## src/rtl/core/im2col_pkg.sv

```systemverilog
// ----------------------------------------------------------------------------
// im2col_pkg
// Shared types, register indexes and helpers for the im2col descriptor core.
// ----------------------------------------------------------------------------
package im2col_pkg;

  localparam int CFG_IDX_W   = 3;
  localparam int CFG_DATA_W  = 16;
  localparam int IN_TDATA_W  = 40;
  localparam int OUT_TDATA_W = 96;
  localparam int OUT_TUSER_W = 1;
  localparam int SRC_OFF_W   = 36;
  localparam int DST_OFF_W   = 32;

  // register indexes
  localparam logic [CFG_IDX_W-1:0] REG_SRC_HEIGHT    = 3'd0;
  localparam logic [CFG_IDX_W-1:0] REG_SRC_WIDTH     = 3'd1;
  localparam logic [CFG_IDX_W-1:0] REG_SRC_CHANNELS  = 3'd2;
  localparam logic [CFG_IDX_W-1:0] REG_KERNEL_DIMS   = 3'd3;
  localparam logic [CFG_IDX_W-1:0] REG_STRIDE_PAIR   = 3'd4;
  localparam logic [CFG_IDX_W-1:0] REG_DILATION_PAIR = 3'd5;
  localparam logic [CFG_IDX_W-1:0] REG_PAD_PAIR      = 3'd6;
  localparam logic [CFG_IDX_W-1:0] REG_ROW_PITCH     = 3'd7;

  typedef struct packed {
    logic [12:0] src_height;
    logic [12:0] src_width;
    logic [12:0] src_channels;
    logic [5:0]  kernel_dims;
    logic [7:0]  stride_pair;
    logic [7:0]  dilation_pair;
    logic [7:0]  pad_pair;
    logic [15:0] row_pitch;
  } cfg_t;

  // one tap handed from the sequencer to the datapath
  typedef struct packed {
    logic       vld;
    logic [2:0] ky;
    logic [2:0] kx;
    logic [5:0] tap;
    logic       last;
  } issue_t;

  // kernel side minus one, limited to the supported side minus one
  function automatic logic [2:0] clamp_side_m1(input logic [2:0] f,
                                               input logic [2:0] lim_m1);
    clamp_side_m1 = (f > lim_m1) ? lim_m1 : f;
  endfunction

endpackage

```

## src/rtl/core/im2col_cfg.sv

```systemverilog
// ----------------------------------------------------------------------------
// im2col_cfg
// Configuration register file, write-only.
// ----------------------------------------------------------------------------
module im2col_cfg (
  input  logic                           clk,
  input  logic                           rst_n,
  input  logic                           cfg_wr_en,
  input  logic [im2col_pkg::CFG_IDX_W-1:0]  cfg_index,
  input  logic [im2col_pkg::CFG_DATA_W-1:0] cfg_wdata,
  output im2col_pkg::cfg_t               cfg
);
  import im2col_pkg::*;

  cfg_t cfg_r, cfg_nxt;

  always_comb begin
    cfg_nxt = cfg_r;
    if (cfg_wr_en) begin
      case (cfg_index)
        REG_SRC_HEIGHT:    cfg_nxt.src_height    = cfg_wdata[12:0];
        REG_SRC_WIDTH:     cfg_nxt.src_width     = cfg_wdata[12:0];
        REG_SRC_CHANNELS:  cfg_nxt.src_channels  = cfg_wdata[12:0];
        REG_KERNEL_DIMS:   cfg_nxt.kernel_dims   = cfg_wdata[5:0];
        REG_STRIDE_PAIR:   cfg_nxt.stride_pair   = cfg_wdata[7:0];
        REG_DILATION_PAIR: cfg_nxt.dilation_pair = cfg_wdata[7:0];
        REG_PAD_PAIR:      cfg_nxt.pad_pair      = cfg_wdata[7:0];
        REG_ROW_PITCH:     cfg_nxt.row_pitch     = cfg_wdata[15:0];
        default: ;
      endcase
    end
  end

  always_ff @(posedge clk) begin
    if (!rst_n) begin
      cfg_r.src_height    <= 13'd1;
      cfg_r.src_width     <= 13'd1;
      cfg_r.src_channels  <= 13'd1;
      cfg_r.kernel_dims   <= 6'd0;
      cfg_r.stride_pair   <= 8'd0;
      cfg_r.dilation_pair <= 8'd0;
      cfg_r.pad_pair      <= 8'd0;
      cfg_r.row_pitch     <= 16'd1;
    end else begin
      cfg_r <= cfg_nxt;
    end
  end

  assign cfg = cfg_r;

endmodule

```

## src/rtl/core/im2col_ctrl.sv

```systemverilog
// ----------------------------------------------------------------------------
// im2col_ctrl
// Tap sequencer: takes a pixel, then walks ky/kx one tap per advance.
// ----------------------------------------------------------------------------
module im2col_ctrl #(
  parameter int MAX_KERNEL_SIDE = 8
) (
  input  logic               clk,
  input  logic               rst_n,
  input  im2col_pkg::cfg_t   cfg,
  input  logic               in_tvalid,
  output logic               in_tready,
  input  logic               adv,
  output im2col_pkg::issue_t issue
);
  import im2col_pkg::*;

  localparam logic [2:0] SIDE_LIM_M1 = 3'(MAX_KERNEL_SIDE - 1);
  localparam logic ST_IDLE = 1'b0;
  localparam logic ST_RUN  = 1'b1;

  logic       state_r, state_nxt;
  logic [2:0] ky_r, ky_nxt;
  logic [2:0] kx_r, kx_nxt;
  logic [5:0] tap_r, tap_nxt;
  logic [2:0] kh_m1, kw_m1;
  logic       row_end, last_tap;

  assign kh_m1    = clamp_side_m1(cfg.kernel_dims[5:3], SIDE_LIM_M1);
  assign kw_m1    = clamp_side_m1(cfg.kernel_dims[2:0], SIDE_LIM_M1);
  assign row_end  = (kx_r == kw_m1);
  assign last_tap = row_end && (ky_r == kh_m1);

  assign in_tready  = (state_r == ST_IDLE);
  assign issue.vld  = (state_r == ST_RUN) && adv;
  assign issue.ky   = ky_r;
  assign issue.kx   = kx_r;
  assign issue.tap  = tap_r;
  assign issue.last = last_tap;

  always_comb begin
    state_nxt = state_r;
    ky_nxt    = ky_r;
    kx_nxt    = kx_r;
    tap_nxt   = tap_r;
    case (state_r)
      ST_IDLE: begin
        if (in_tvalid) begin
          state_nxt = ST_RUN;
          ky_nxt    = 3'd0;
          kx_nxt    = 3'd0;
          tap_nxt   = 6'd0;
        end
      end
      ST_RUN: begin
        if (adv) begin
          tap_nxt = tap_r + 6'd1;
          if (row_end) begin
            kx_nxt = 3'd0;
            ky_nxt = ky_r + 3'd1;
          end else begin
            kx_nxt = kx_r + 3'd1;
          end
          if (last_tap) begin
            state_nxt = ST_IDLE;
          end
        end
      end
      default: state_nxt = ST_IDLE;
    endcase
  end

  always_ff @(posedge clk) begin
    if (!rst_n) begin
      state_r <= ST_IDLE;
      ky_r    <= 3'd0;
      kx_r    <= 3'd0;
      tap_r   <= 6'd0;
    end else begin
      state_r <= state_nxt;
      ky_r    <= ky_nxt;
      kx_r    <= kx_nxt;
      tap_r   <= tap_nxt;
    end
  end

  // last tap issued returns the sequencer to idle
  a_last_to_idle: assert property (@(posedge clk) disable iff (!rst_n)
    issue.vld && issue.last |=> state_r == ST_IDLE)
    else $error("sequencer did not return to idle after last tap");

  // a stall freezes the tap walk
  a_stall_holds: assert property (@(posedge clk) disable iff (!rst_n)
    state_r == ST_RUN && !adv |=> state_r == ST_RUN && $stable(tap_r))
    else $error("tap counter moved during stall");

endmodule

```

## src/rtl/core/im2col_dp.sv

```systemverilog
// ----------------------------------------------------------------------------
// im2col_dp
// Offset datapath: four compute stages plus the output register.
// ----------------------------------------------------------------------------
module im2col_dp #(
  parameter int MAX_KERNEL_SIDE = 8,
  parameter int COORD_BITS      = 12
) (
  input  logic                                  clk,
  input  logic                                  rst_n,
  input  im2col_pkg::cfg_t                      cfg,
  input  logic                                  in_accept,
  input  logic [im2col_pkg::IN_TDATA_W-1:0]     in_tdata,
  input  im2col_pkg::issue_t                    issue,
  output logic                                  adv,
  output logic                                  out_tvalid,
  input  logic                                  out_tready,
  output logic [im2col_pkg::OUT_TDATA_W-1:0]    out_tdata,
  output logic [im2col_pkg::OUT_TUSER_W-1:0]    out_tuser,
  output logic                                  out_tlast
);
  import im2col_pkg::*;

  localparam int CB    = (COORD_BITS < 12) ? COORD_BITS : 12;
  localparam int PS_W  = CB + 5;                  // out coord times stride
  localparam int SY_W  = CB + 6;                  // signed source coord
  localparam int CMP_W = (SY_W > 14) ? SY_W : 14;
  localparam logic [2:0] SIDE_LIM_M1 = 3'(MAX_KERNEL_SIDE - 1);

  // ---- per-pixel terms, captured on accept ----
  logic [CB-1:0]    oy_c, ox_c;
  logic [4:0]       sh, sw, dh, dw;
  logic [3:0]       pt, pl;
  logic [2:0]       kh_m1, kw_m1;
  logic [6:0]       taps;
  logic [19:0]      patch;
  logic [15:0]      gap_c;
  logic [PS_W-1:0]  oys_r, oxs_r;
  logic [31:0]      base_r;
  logic [15:0]      gap_r;

  assign oy_c  = CB'(in_tdata[11:0]);
  assign ox_c  = CB'(in_tdata[23:12]);
  assign sh    = {1'b0, cfg.stride_pair[7:4]} + 5'd1;
  assign sw    = {1'b0, cfg.stride_pair[3:0]} + 5'd1;
  assign dh    = {1'b0, cfg.dilation_pair[7:4]} + 5'd1;
  assign dw    = {1'b0, cfg.dilation_pair[3:0]} + 5'd1;
  assign pt    = cfg.pad_pair[7:4];
  assign pl    = cfg.pad_pair[3:0];
  assign kh_m1 = clamp_side_m1(cfg.kernel_dims[5:3], SIDE_LIM_M1);
  assign kw_m1 = clamp_side_m1(cfg.kernel_dims[2:0], SIDE_LIM_M1);
  assign taps  = 7'(({4'd0, kh_m1} + 7'd1) * ({4'd0, kw_m1} + 7'd1));
  assign patch = 20'(taps) * 20'(cfg.src_channels);
  assign gap_c = ({4'd0, cfg.row_pitch} > patch) ?
                 16'({4'd0, cfg.row_pitch} - patch) : 16'd0;

  always_ff @(posedge clk) begin
    if (in_accept) begin
      oys_r  <= PS_W'(oy_c) * PS_W'(sh);
      oxs_r  <= PS_W'(ox_c) * PS_W'(sw);
      base_r <= 32'(in_tdata[39:24]) * 32'(cfg.row_pitch);
      gap_r  <= gap_c;
    end
  end

  // ---- stage 1: source coords, raw dest offset ----
  logic [7:0]              kyd, kxd;
  logic [18:0]             tapc;
  logic signed [SY_W-1:0]  sy_c, sx_c;
  logic                    v1_r;
  logic signed [SY_W-1:0]  sy1_r, sx1_r;
  logic [32:0]             doff1_r;
  logic [5:0]              tap1_r;
  logic                    last1_r;

  assign kyd  = 8'(issue.ky) * 8'(dh);
  assign kxd  = 8'(issue.kx) * 8'(dw);
  assign tapc = 19'(issue.tap) * 19'(cfg.src_channels);
  assign sy_c = $signed({1'b0, oys_r}) + $signed(SY_W'(kyd)) - $signed(SY_W'(pt));
  assign sx_c = $signed({1'b0, oxs_r}) + $signed(SY_W'(kxd)) - $signed(SY_W'(pl));

  // ---- stage 2: padding test, row product ----
  logic        pad_c;
  logic        v2_r, pad2_r, last2_r;
  logic [25:0] prod2_r;
  logic [12:0] sx2_r;
  logic [31:0] doff2_r;
  logic [5:0]  tap2_r;

  assign pad_c = sy1_r[SY_W-1] || sx1_r[SY_W-1] ||
                 (CMP_W'($unsigned(sy1_r)) >= CMP_W'(cfg.src_height)) ||
                 (CMP_W'($unsigned(sx1_r)) >= CMP_W'(cfg.src_width));

  // ---- stage 3: pixel index ----
  logic        v3_r, pad3_r, last3_r;
  logic [26:0] lin3_r;
  logic [31:0] doff3_r;
  logic [5:0]  tap3_r;

  // ---- stage 4: element offset ----
  logic        v4_r, pad4_r, last4_r;
  logic [39:0] soff4_r;
  logic [31:0] doff4_r;
  logic [5:0]  tap4_r;

  // ---- output register ----
  logic                 out_vld_r;
  logic [5:0]           tap_o_r;
  logic [SRC_OFF_W-1:0] src_o_r;
  logic [DST_OFF_W-1:0] dst_o_r;
  logic [15:0]          gap_o_r;
  logic                 zf_o_r, last_o_r;
  logic [SRC_OFF_W-1:0] src_sat;

  assign adv     = !out_vld_r || out_tready;
  assign src_sat = pad4_r ? '0 : ((|soff4_r[39:36]) ? '1 : soff4_r[35:0]);

  always_ff @(posedge clk) begin
    if (!rst_n) begin
      v1_r      <= 1'b0;
      v2_r      <= 1'b0;
      v3_r      <= 1'b0;
      v4_r      <= 1'b0;
      out_vld_r <= 1'b0;
    end else if (adv) begin
      v1_r      <= issue.vld;
      v2_r      <= v1_r;
      v3_r      <= v2_r;
      v4_r      <= v3_r;
      out_vld_r <= v4_r;
    end
  end

  always_ff @(posedge clk) begin
    if (adv) begin
      sy1_r   <= sy_c;
      sx1_r   <= sx_c;
      doff1_r <= 33'(base_r) + 33'(tapc);
      tap1_r  <= issue.tap;
      last1_r <= issue.last;

      pad2_r  <= pad_c;
      prod2_r <= 26'(13'($unsigned(sy1_r))) * 26'(cfg.src_width);
      sx2_r   <= 13'($unsigned(sx1_r));
      doff2_r <= doff1_r[32] ? '1 : doff1_r[31:0];
      tap2_r  <= tap1_r;
      last2_r <= last1_r;

      pad3_r  <= pad2_r;
      lin3_r  <= 27'(prod2_r) + 27'(sx2_r);
      doff3_r <= doff2_r;
      tap3_r  <= tap2_r;
      last3_r <= last2_r;

      pad4_r  <= pad3_r;
      soff4_r <= 40'(lin3_r) * 40'(cfg.src_channels);
      doff4_r <= doff3_r;
      tap4_r  <= tap3_r;
      last4_r <= last3_r;

      tap_o_r  <= tap4_r;
      src_o_r  <= src_sat;
      dst_o_r  <= doff4_r;
      gap_o_r  <= last4_r ? gap_r : 16'd0;
      zf_o_r   <= pad4_r;
      last_o_r <= last4_r;
    end
  end

  assign out_tvalid = out_vld_r;
  assign out_tdata  = {6'd0, gap_o_r, dst_o_r, src_o_r, tap_o_r};
  assign out_tuser  = zf_o_r;
  assign out_tlast  = last_o_r;

  a_gap_only_last: assert property (@(posedge clk) disable iff (!rst_n)
    out_vld_r && !last_o_r |-> gap_o_r == 16'd0)
    else $error("gap count on a non-final descriptor");

  a_pad_src_zero: assert property (@(posedge clk) disable iff (!rst_n)
    out_vld_r && zf_o_r |-> src_o_r == '0)
    else $error("padding descriptor with nonzero source offset");

endmodule

```

## src/rtl/core/im2col_patch_descriptor_gen_core.sv

```systemverilog
// ----------------------------------------------------------------------------
// im2col_patch_descriptor_gen_core
// im2col address generator for NHWC 16-bit images: one copy descriptor per
// kernel tap of each convolution output pixel.
// ----------------------------------------------------------------------------
//
//  channel | dir | handshake           | payload
//  --------+-----+---------------------+-----------------------------------
//  cfg     | in  | cfg_wr_en           | cfg_index (reg 0..7), cfg_wdata
//  in      | in  | in_tvalid/in_tready | in_tdata: out_y, out_x, row_index
//  out     | out | out_tvalid/tready   | out_tdata, out_tuser, out_tlast
//
//  A pixel takes one beat to accept, then the tap sequencer issues one tap
//  per cycle while the output is not stalled (1..64 descriptors per pixel).
//  Each descriptor passes through 4 compute stages and the output register
//  after its tap is issued; the next pixel is taken while the pipe drains.
//  rst_n is synchronous; it empties the pipe and loads register defaults.
//  out_tready low with a descriptor waiting stalls the sequencer and every
//  pipe stage together.
//
module im2col_patch_descriptor_gen_core #(
  parameter int MAX_KERNEL_SIDE = 8,
  parameter int COORD_BITS      = 12
) (
  input  logic                                  clk,
  input  logic                                  rst_n,
  // configuration
  input  logic                                  cfg_wr_en,
  input  logic [im2col_pkg::CFG_IDX_W-1:0]      cfg_index,
  input  logic [im2col_pkg::CFG_DATA_W-1:0]     cfg_wdata,
  // pixel input
  input  logic                                  in_tvalid,
  output logic                                  in_tready,
  // [11:0] out_y, [23:12] out_x, [39:24] row_index
  input  logic [im2col_pkg::IN_TDATA_W-1:0]     in_tdata,
  // descriptor output
  output logic                                  out_tvalid,
  input  logic                                  out_tready,
  // [5:0] tap_index, [41:6] src_offset, [73:42] dest_offset,
  // [89:74] gap_count, [95:90] zero
  output logic [im2col_pkg::OUT_TDATA_W-1:0]    out_tdata,
  // [0] zero_fill
  output logic [im2col_pkg::OUT_TUSER_W-1:0]    out_tuser,
  output logic                                  out_tlast   // is_last
);
  import im2col_pkg::*;

  cfg_t   cfg;
  issue_t issue;
  logic   adv;
  logic   in_accept;

  // a beat is taken when the sequencer is idle
  assign in_accept = in_tvalid && in_tready;

  im2col_cfg u_cfg (
    .clk       (clk),
    .rst_n     (rst_n),
    .cfg_wr_en (cfg_wr_en),
    .cfg_index (cfg_index),
    .cfg_wdata (cfg_wdata),
    .cfg       (cfg)
  );

  // tap walk: ky outer, kx inner
  im2col_ctrl #(
    .MAX_KERNEL_SIDE (MAX_KERNEL_SIDE)
  ) u_ctrl (
    .clk       (clk),
    .rst_n     (rst_n),
    .cfg       (cfg),
    .in_tvalid (in_tvalid),
    .in_tready (in_tready),
    .adv       (adv),
    .issue     (issue)
  );

  // offsets, padding test, saturation, output register
  im2col_dp #(
    .MAX_KERNEL_SIDE (MAX_KERNEL_SIDE),
    .COORD_BITS      (COORD_BITS)
  ) u_dp (
    .clk        (clk),
    .rst_n      (rst_n),
    .cfg        (cfg),
    .in_accept  (in_accept),
    .in_tdata   (in_tdata),
    .issue      (issue),
    .adv        (adv),
    .out_tvalid (out_tvalid),
    .out_tready (out_tready),
    .out_tdata  (out_tdata),
    .out_tuser  (out_tuser),
    .out_tlast  (out_tlast)
  );

endmodule

```

## config.mk

```make
export PLATFORM = sky130hd
export DESIGN_NAME = im2col_patch_descriptor_gen_core
export DESIGN_NICKNAME = d
export VERILOG_FILES = /design/src/rtl/core/im2col_pkg.sv /design/src/rtl/core/im2col_cfg.sv /design/src/rtl/core/im2col_ctrl.sv /design/src/rtl/core/im2col_dp.sv /design/src/rtl/core/im2col_patch_descriptor_gen_core.sv
export SDC_FILE = /design/constraint.sdc
export NUM_CORES = 2
export LEC_CHECK = 0
export ABC_AREA = 1
export BUFFER_PORTS_ARGS = -buffer_cell sky130_fd_sc_hd__buf_2
export CORE_AREA = 2 2 309 311
export DETAILED_ROUTE_END_ITERATION = 7
export DIE_AREA = 0 0 311 313
export PLACE_DENSITY = 0.92
export SYNTH_ARGS = -nofsm -noshare
export SYNTH_HDL_FRONTEND = slang
export SYNTH_SLANG_ARGS = --single-unit
```

## constraint.sdc

```tcl
create_clock -name clk -period 16.6 [get_ports clk]
set_input_delay 1.66 -clock clk [delete_from_list [all_inputs] [get_ports clk]]
set_output_delay 1.66 -clock clk [all_outputs]
set_load 0.1 [all_outputs]
```

==> impl_metrics.sql <==
INSERT INTO impl_metrics (metric_group, metric, value, unit) VALUES
('placed_design', 'pre_cts_slack', '7.31', 'ns'),
('floorplan', 'design.core.area', '94200', 'um2'),
('detailed_routing', 'post-route-drc-count', '2', ''),
('clock_tree', 'clock_tree_from_tritoncts', 'built', ''),
('synth', 'synth_enable_flop_cells', '476', ''),
('placed_design', 'gp_congestion', '0.980', ''),
('setup_path', 'critical-path-top-cell-by-count', 'fa_1', ''),
('synth', 'share_of_flip_flops_with_an_asynchronous_set_or_reset', '0', '%'),
('sta', 'worst_slew_margin_rel', '26.4', '%'),
('pwr', 'power.density_cell_area', '100', 'nW/um2'),
('sta', 'rsz0062_at_grt', 'no', ''),
('synth', 'post_synth.cell_area_avg', '8.72', 'um2'),
('synth', 'yosysWarningCount', '0', ''),
('clock_tree', 'cts_setup_buffers', '0', ''),
('final_layout', 'fillerInstances', '6677', ''),
('synth', 'yosys-top-cells-count', 'inv_1, nand2_1, fa_1', ''),
('synth', 'ys_dominant_reg_cell', 'edfxtp_1', ''),
('pwr', 'max_ir_drop_vdd', '0.0803', 'mV'),
('grt', 'vias_in_the_first_global_route', '49600', ''),
('setup_path', 'critPathMaxStageDelay', '0.78', 'ns'),
('setup_path', 'critical_path_class', 'flop to flop', ''),
('setup_path', 'slowest_stage', 'xor2_1', ''),
('outcome', 'status', 'complete, but fails checks', ''),
('clock_tree', 'insertion_delay', '0.65', 'ns'),
('floorplan', 'fp.dieArea', '97300', 'um2'),
('outcome', 'failed_checks', 'DRC', ''),
('clock_tree', 'clock_transition_at_path_regs', '0.06', 'ns'),
('job', 'maxCapViolCount', '0', ''),
('placed_design', 'port-buffer-count', '157', ''),
('setup_path', 'worst-endpoint-arrival', '9.69', 'ns'),
('synth', 'ys_seq_elements', '579', ''),
('synth', 'post_synthesis_sequential_area_ratio', '26.9', '%'),
('sta', 'clock.fmax', '107', 'MHz'),
('floorplan', 'die_width', '311', 'um'),
('grt', 'grt_overflow', '0', ''),
('setup_path', 'worst_path_required', '16.96', 'ns'),
('floorplan', 'starting_density_of_the_core', '64.5', '%'),
('sta', 'finalMaxSlewViolations', '0', ''),
('sta', 'finalHoldViolCount', '0', ''),
('clock_tree', 'cts_resized', '0', ''),
('synth', 'netlist.area_leader.share', '26.3', '%'),
('clock_tree', 'cts_htree_levels', '3', ''),
('setup_path', 'cp_max_fo', '16', ''),
('clock_tree', 'ctsLongestPathBuffers', '3', ''),
('grt', 'pin_count_of_the_biggest_net_entering_global_routing', '176', ''),
('grt', 'global_route.usage.total', '31.9', '%'),
('detailed_routing', 'drt_first_pass_iters', '8', ''),
('sta', 'worstMarginPinSlew', '1.10', 'ns'),
('synth', 'yosys.cell_count.top_type', 'inv_1', ''),
('setup_path', 'critical_path.endpoint_type', 'flop', ''),
('sta', 'post_layout_worst_setup_margin', '7.27', 'ns'),
('floorplan', 'row_count', '113', ''),
('detailed_routing', 'average_vias_per_placed_instance', '5.66', ''),
('synth', 'synth_largest_area_cell', 'fa_1', ''),
('final_layout', 'seqCellArea', '16400', 'um2'),
('sta', 'finalCritPeriodShare', '56.2', '%'),
('setup_path', 'cp-start-kind', 'flop', ''),
('detailed_routing', 'route.detailed.wl_per_inst', '18.4', 'um'),
('final_layout', 'multi_input_combinational_cell_area', '37100', 'um2'),
('sta', 'setup_tns', '0', 'ns'),
('final_layout', 'finish.net_count', '8349', ''),
('detailed_routing', 'wirelength_routed', '152000', 'um'),
('synth', 'yosys-top-cells-area', 'fa_1, edfxtp_1, ha_1', ''),
('synth', 'post_synth_num_cell_types', '54', ''),
('clock_tree', 'postCtsHoldBufs', '0', ''),
('final_layout', 'drive_above_1_share', '5.40', '%'),
('sta', 'setup_viol', '0', ''),
('setup_path', 'critical-path-top-delay-family', 'adder cells', ''),
('clock_tree', 'cts_buf_count', '66', ''),
('detailed_routing', 'num_vias', '47000', ''),
('sta', 'min_period', '9.33', 'ns');
state kept, by name (all words and copies together) (netlist names), 13 cells and up:
name and cells:
u_dp.doff1_r 33, u_dp.sy1_r 18, u_cfg.cfg 85, u_dp.src_o_r 36, u_dp.doff4_r 32, u_dp.oys_r 17
u_dp.gap_r 16, u_dp.oxs_r 17, u_dp.lin3_r 27, u_dp.doff2_r 32, u_dp.gap_o_r 16, u_dp.doff3_r 32
u_dp.sx1_r 18, u_dp.prod2_r 26, u_dp.soff4_r 40, u_dp.dst_o_r 32, u_dp.base_r 32, u_dp.sx2_r 13
metal layers:
metal | global-route usage [%] | vias to the layer above | part of all wire [%]
met5 | 0 | - | 0.043
met3 | 7.84 | 611 | 11
met1 | 38.1 | 22500 | 36
li1 | - | 21200 | -
met2 | 53.8 | 2689 | 48
met4 | 16.6 | 10 | 5.7
layout make-up:
type / count / share of cell area [%]
Multi-Input combinational cell: 4468 / 57.6
Sequential cell: 579 / 25.4
Inverter: 1684 / 9.82
Clock buffer: 84 / 2.75
Tap cell: 1265 / 2.46
Timing Repair Buffer: 179 / 1.49
Clock inverter: 37 / 0.509
Antenna cell: 4 / 0.0155
final timing paths:
path,start,endpoint,slack (ns),cells after the start
setup / recovery,u_cfg.cfg[40],u_dp.gap_r[15],7.27,36
hold / removal,u_dp.doff2_r[4],u_dp.doff3_r[4],0.40,0
setup reg to reg,u_cfg.cfg[40],u_dp.gap_r[15],7.27,36
hold reg to reg,u_dp.doff2_r[4],u_dp.doff3_r[4],0.40,0
logic make-up after synthesis:
logic type               count (synthesis)  synth area share (%)
adder cells (fa/ha/maj)               1307                  36.8
XOR/XNOR                               230                  3.32
other                                    1               0.00618
AND/OR/NAND/NOR                       2310                  15.5
AO/OA/AOI/OAI                          615                  5.50
buffers and inverters                 1920                  11.9
flip-flops                             579                  26.9
placed cells by master (no fill, tap or decap), types with 38 or more instances in the layout:
cell type,count
nand2_1,1580
buf_2,157
nand3_1,149
inv_1,1671
o21ai_0,234
fa_1,797
a21oi_1,257
edfxtp_1,476
or2_2,38
ha_1,510
dfxtp_1,98
xor2_1,166
xnor2_1,64
clkbuf_16,68
nor2_1,399
nand4_1,38
metrics by stage:
| step | power, uW | cell area, um2 | util, % | hold WS, ns | std cells |
|---|---|---|---|---|---|
| 2_1_floorplan | 4190 | 60700 | - | 0.400 | 6967 |
| 3_3_place_gp | 4810 | 62300 | 66.2 | 0.400 | 8175 |
| 5_1_grt | 6830 | 64500 | 68.5 | 0.424 | 8299 |
| 4_1_cts | 6400 | 64400 | 68.4 | 0.407 | 8296 |
| 3_5_place_dp | 4950 | 62300 | 66.2 | 0.405 | 8175 |
| 6_report | 6450 | 64500 | 68.5 | 0.402 | 8300 |
where the power goes:
part	switching (uW)	internal, uW
logic	1760	866
clock network	638	790
registers	387	2020
total	2780	3670
Note: power is estimated with default switching activity, not from simulation.
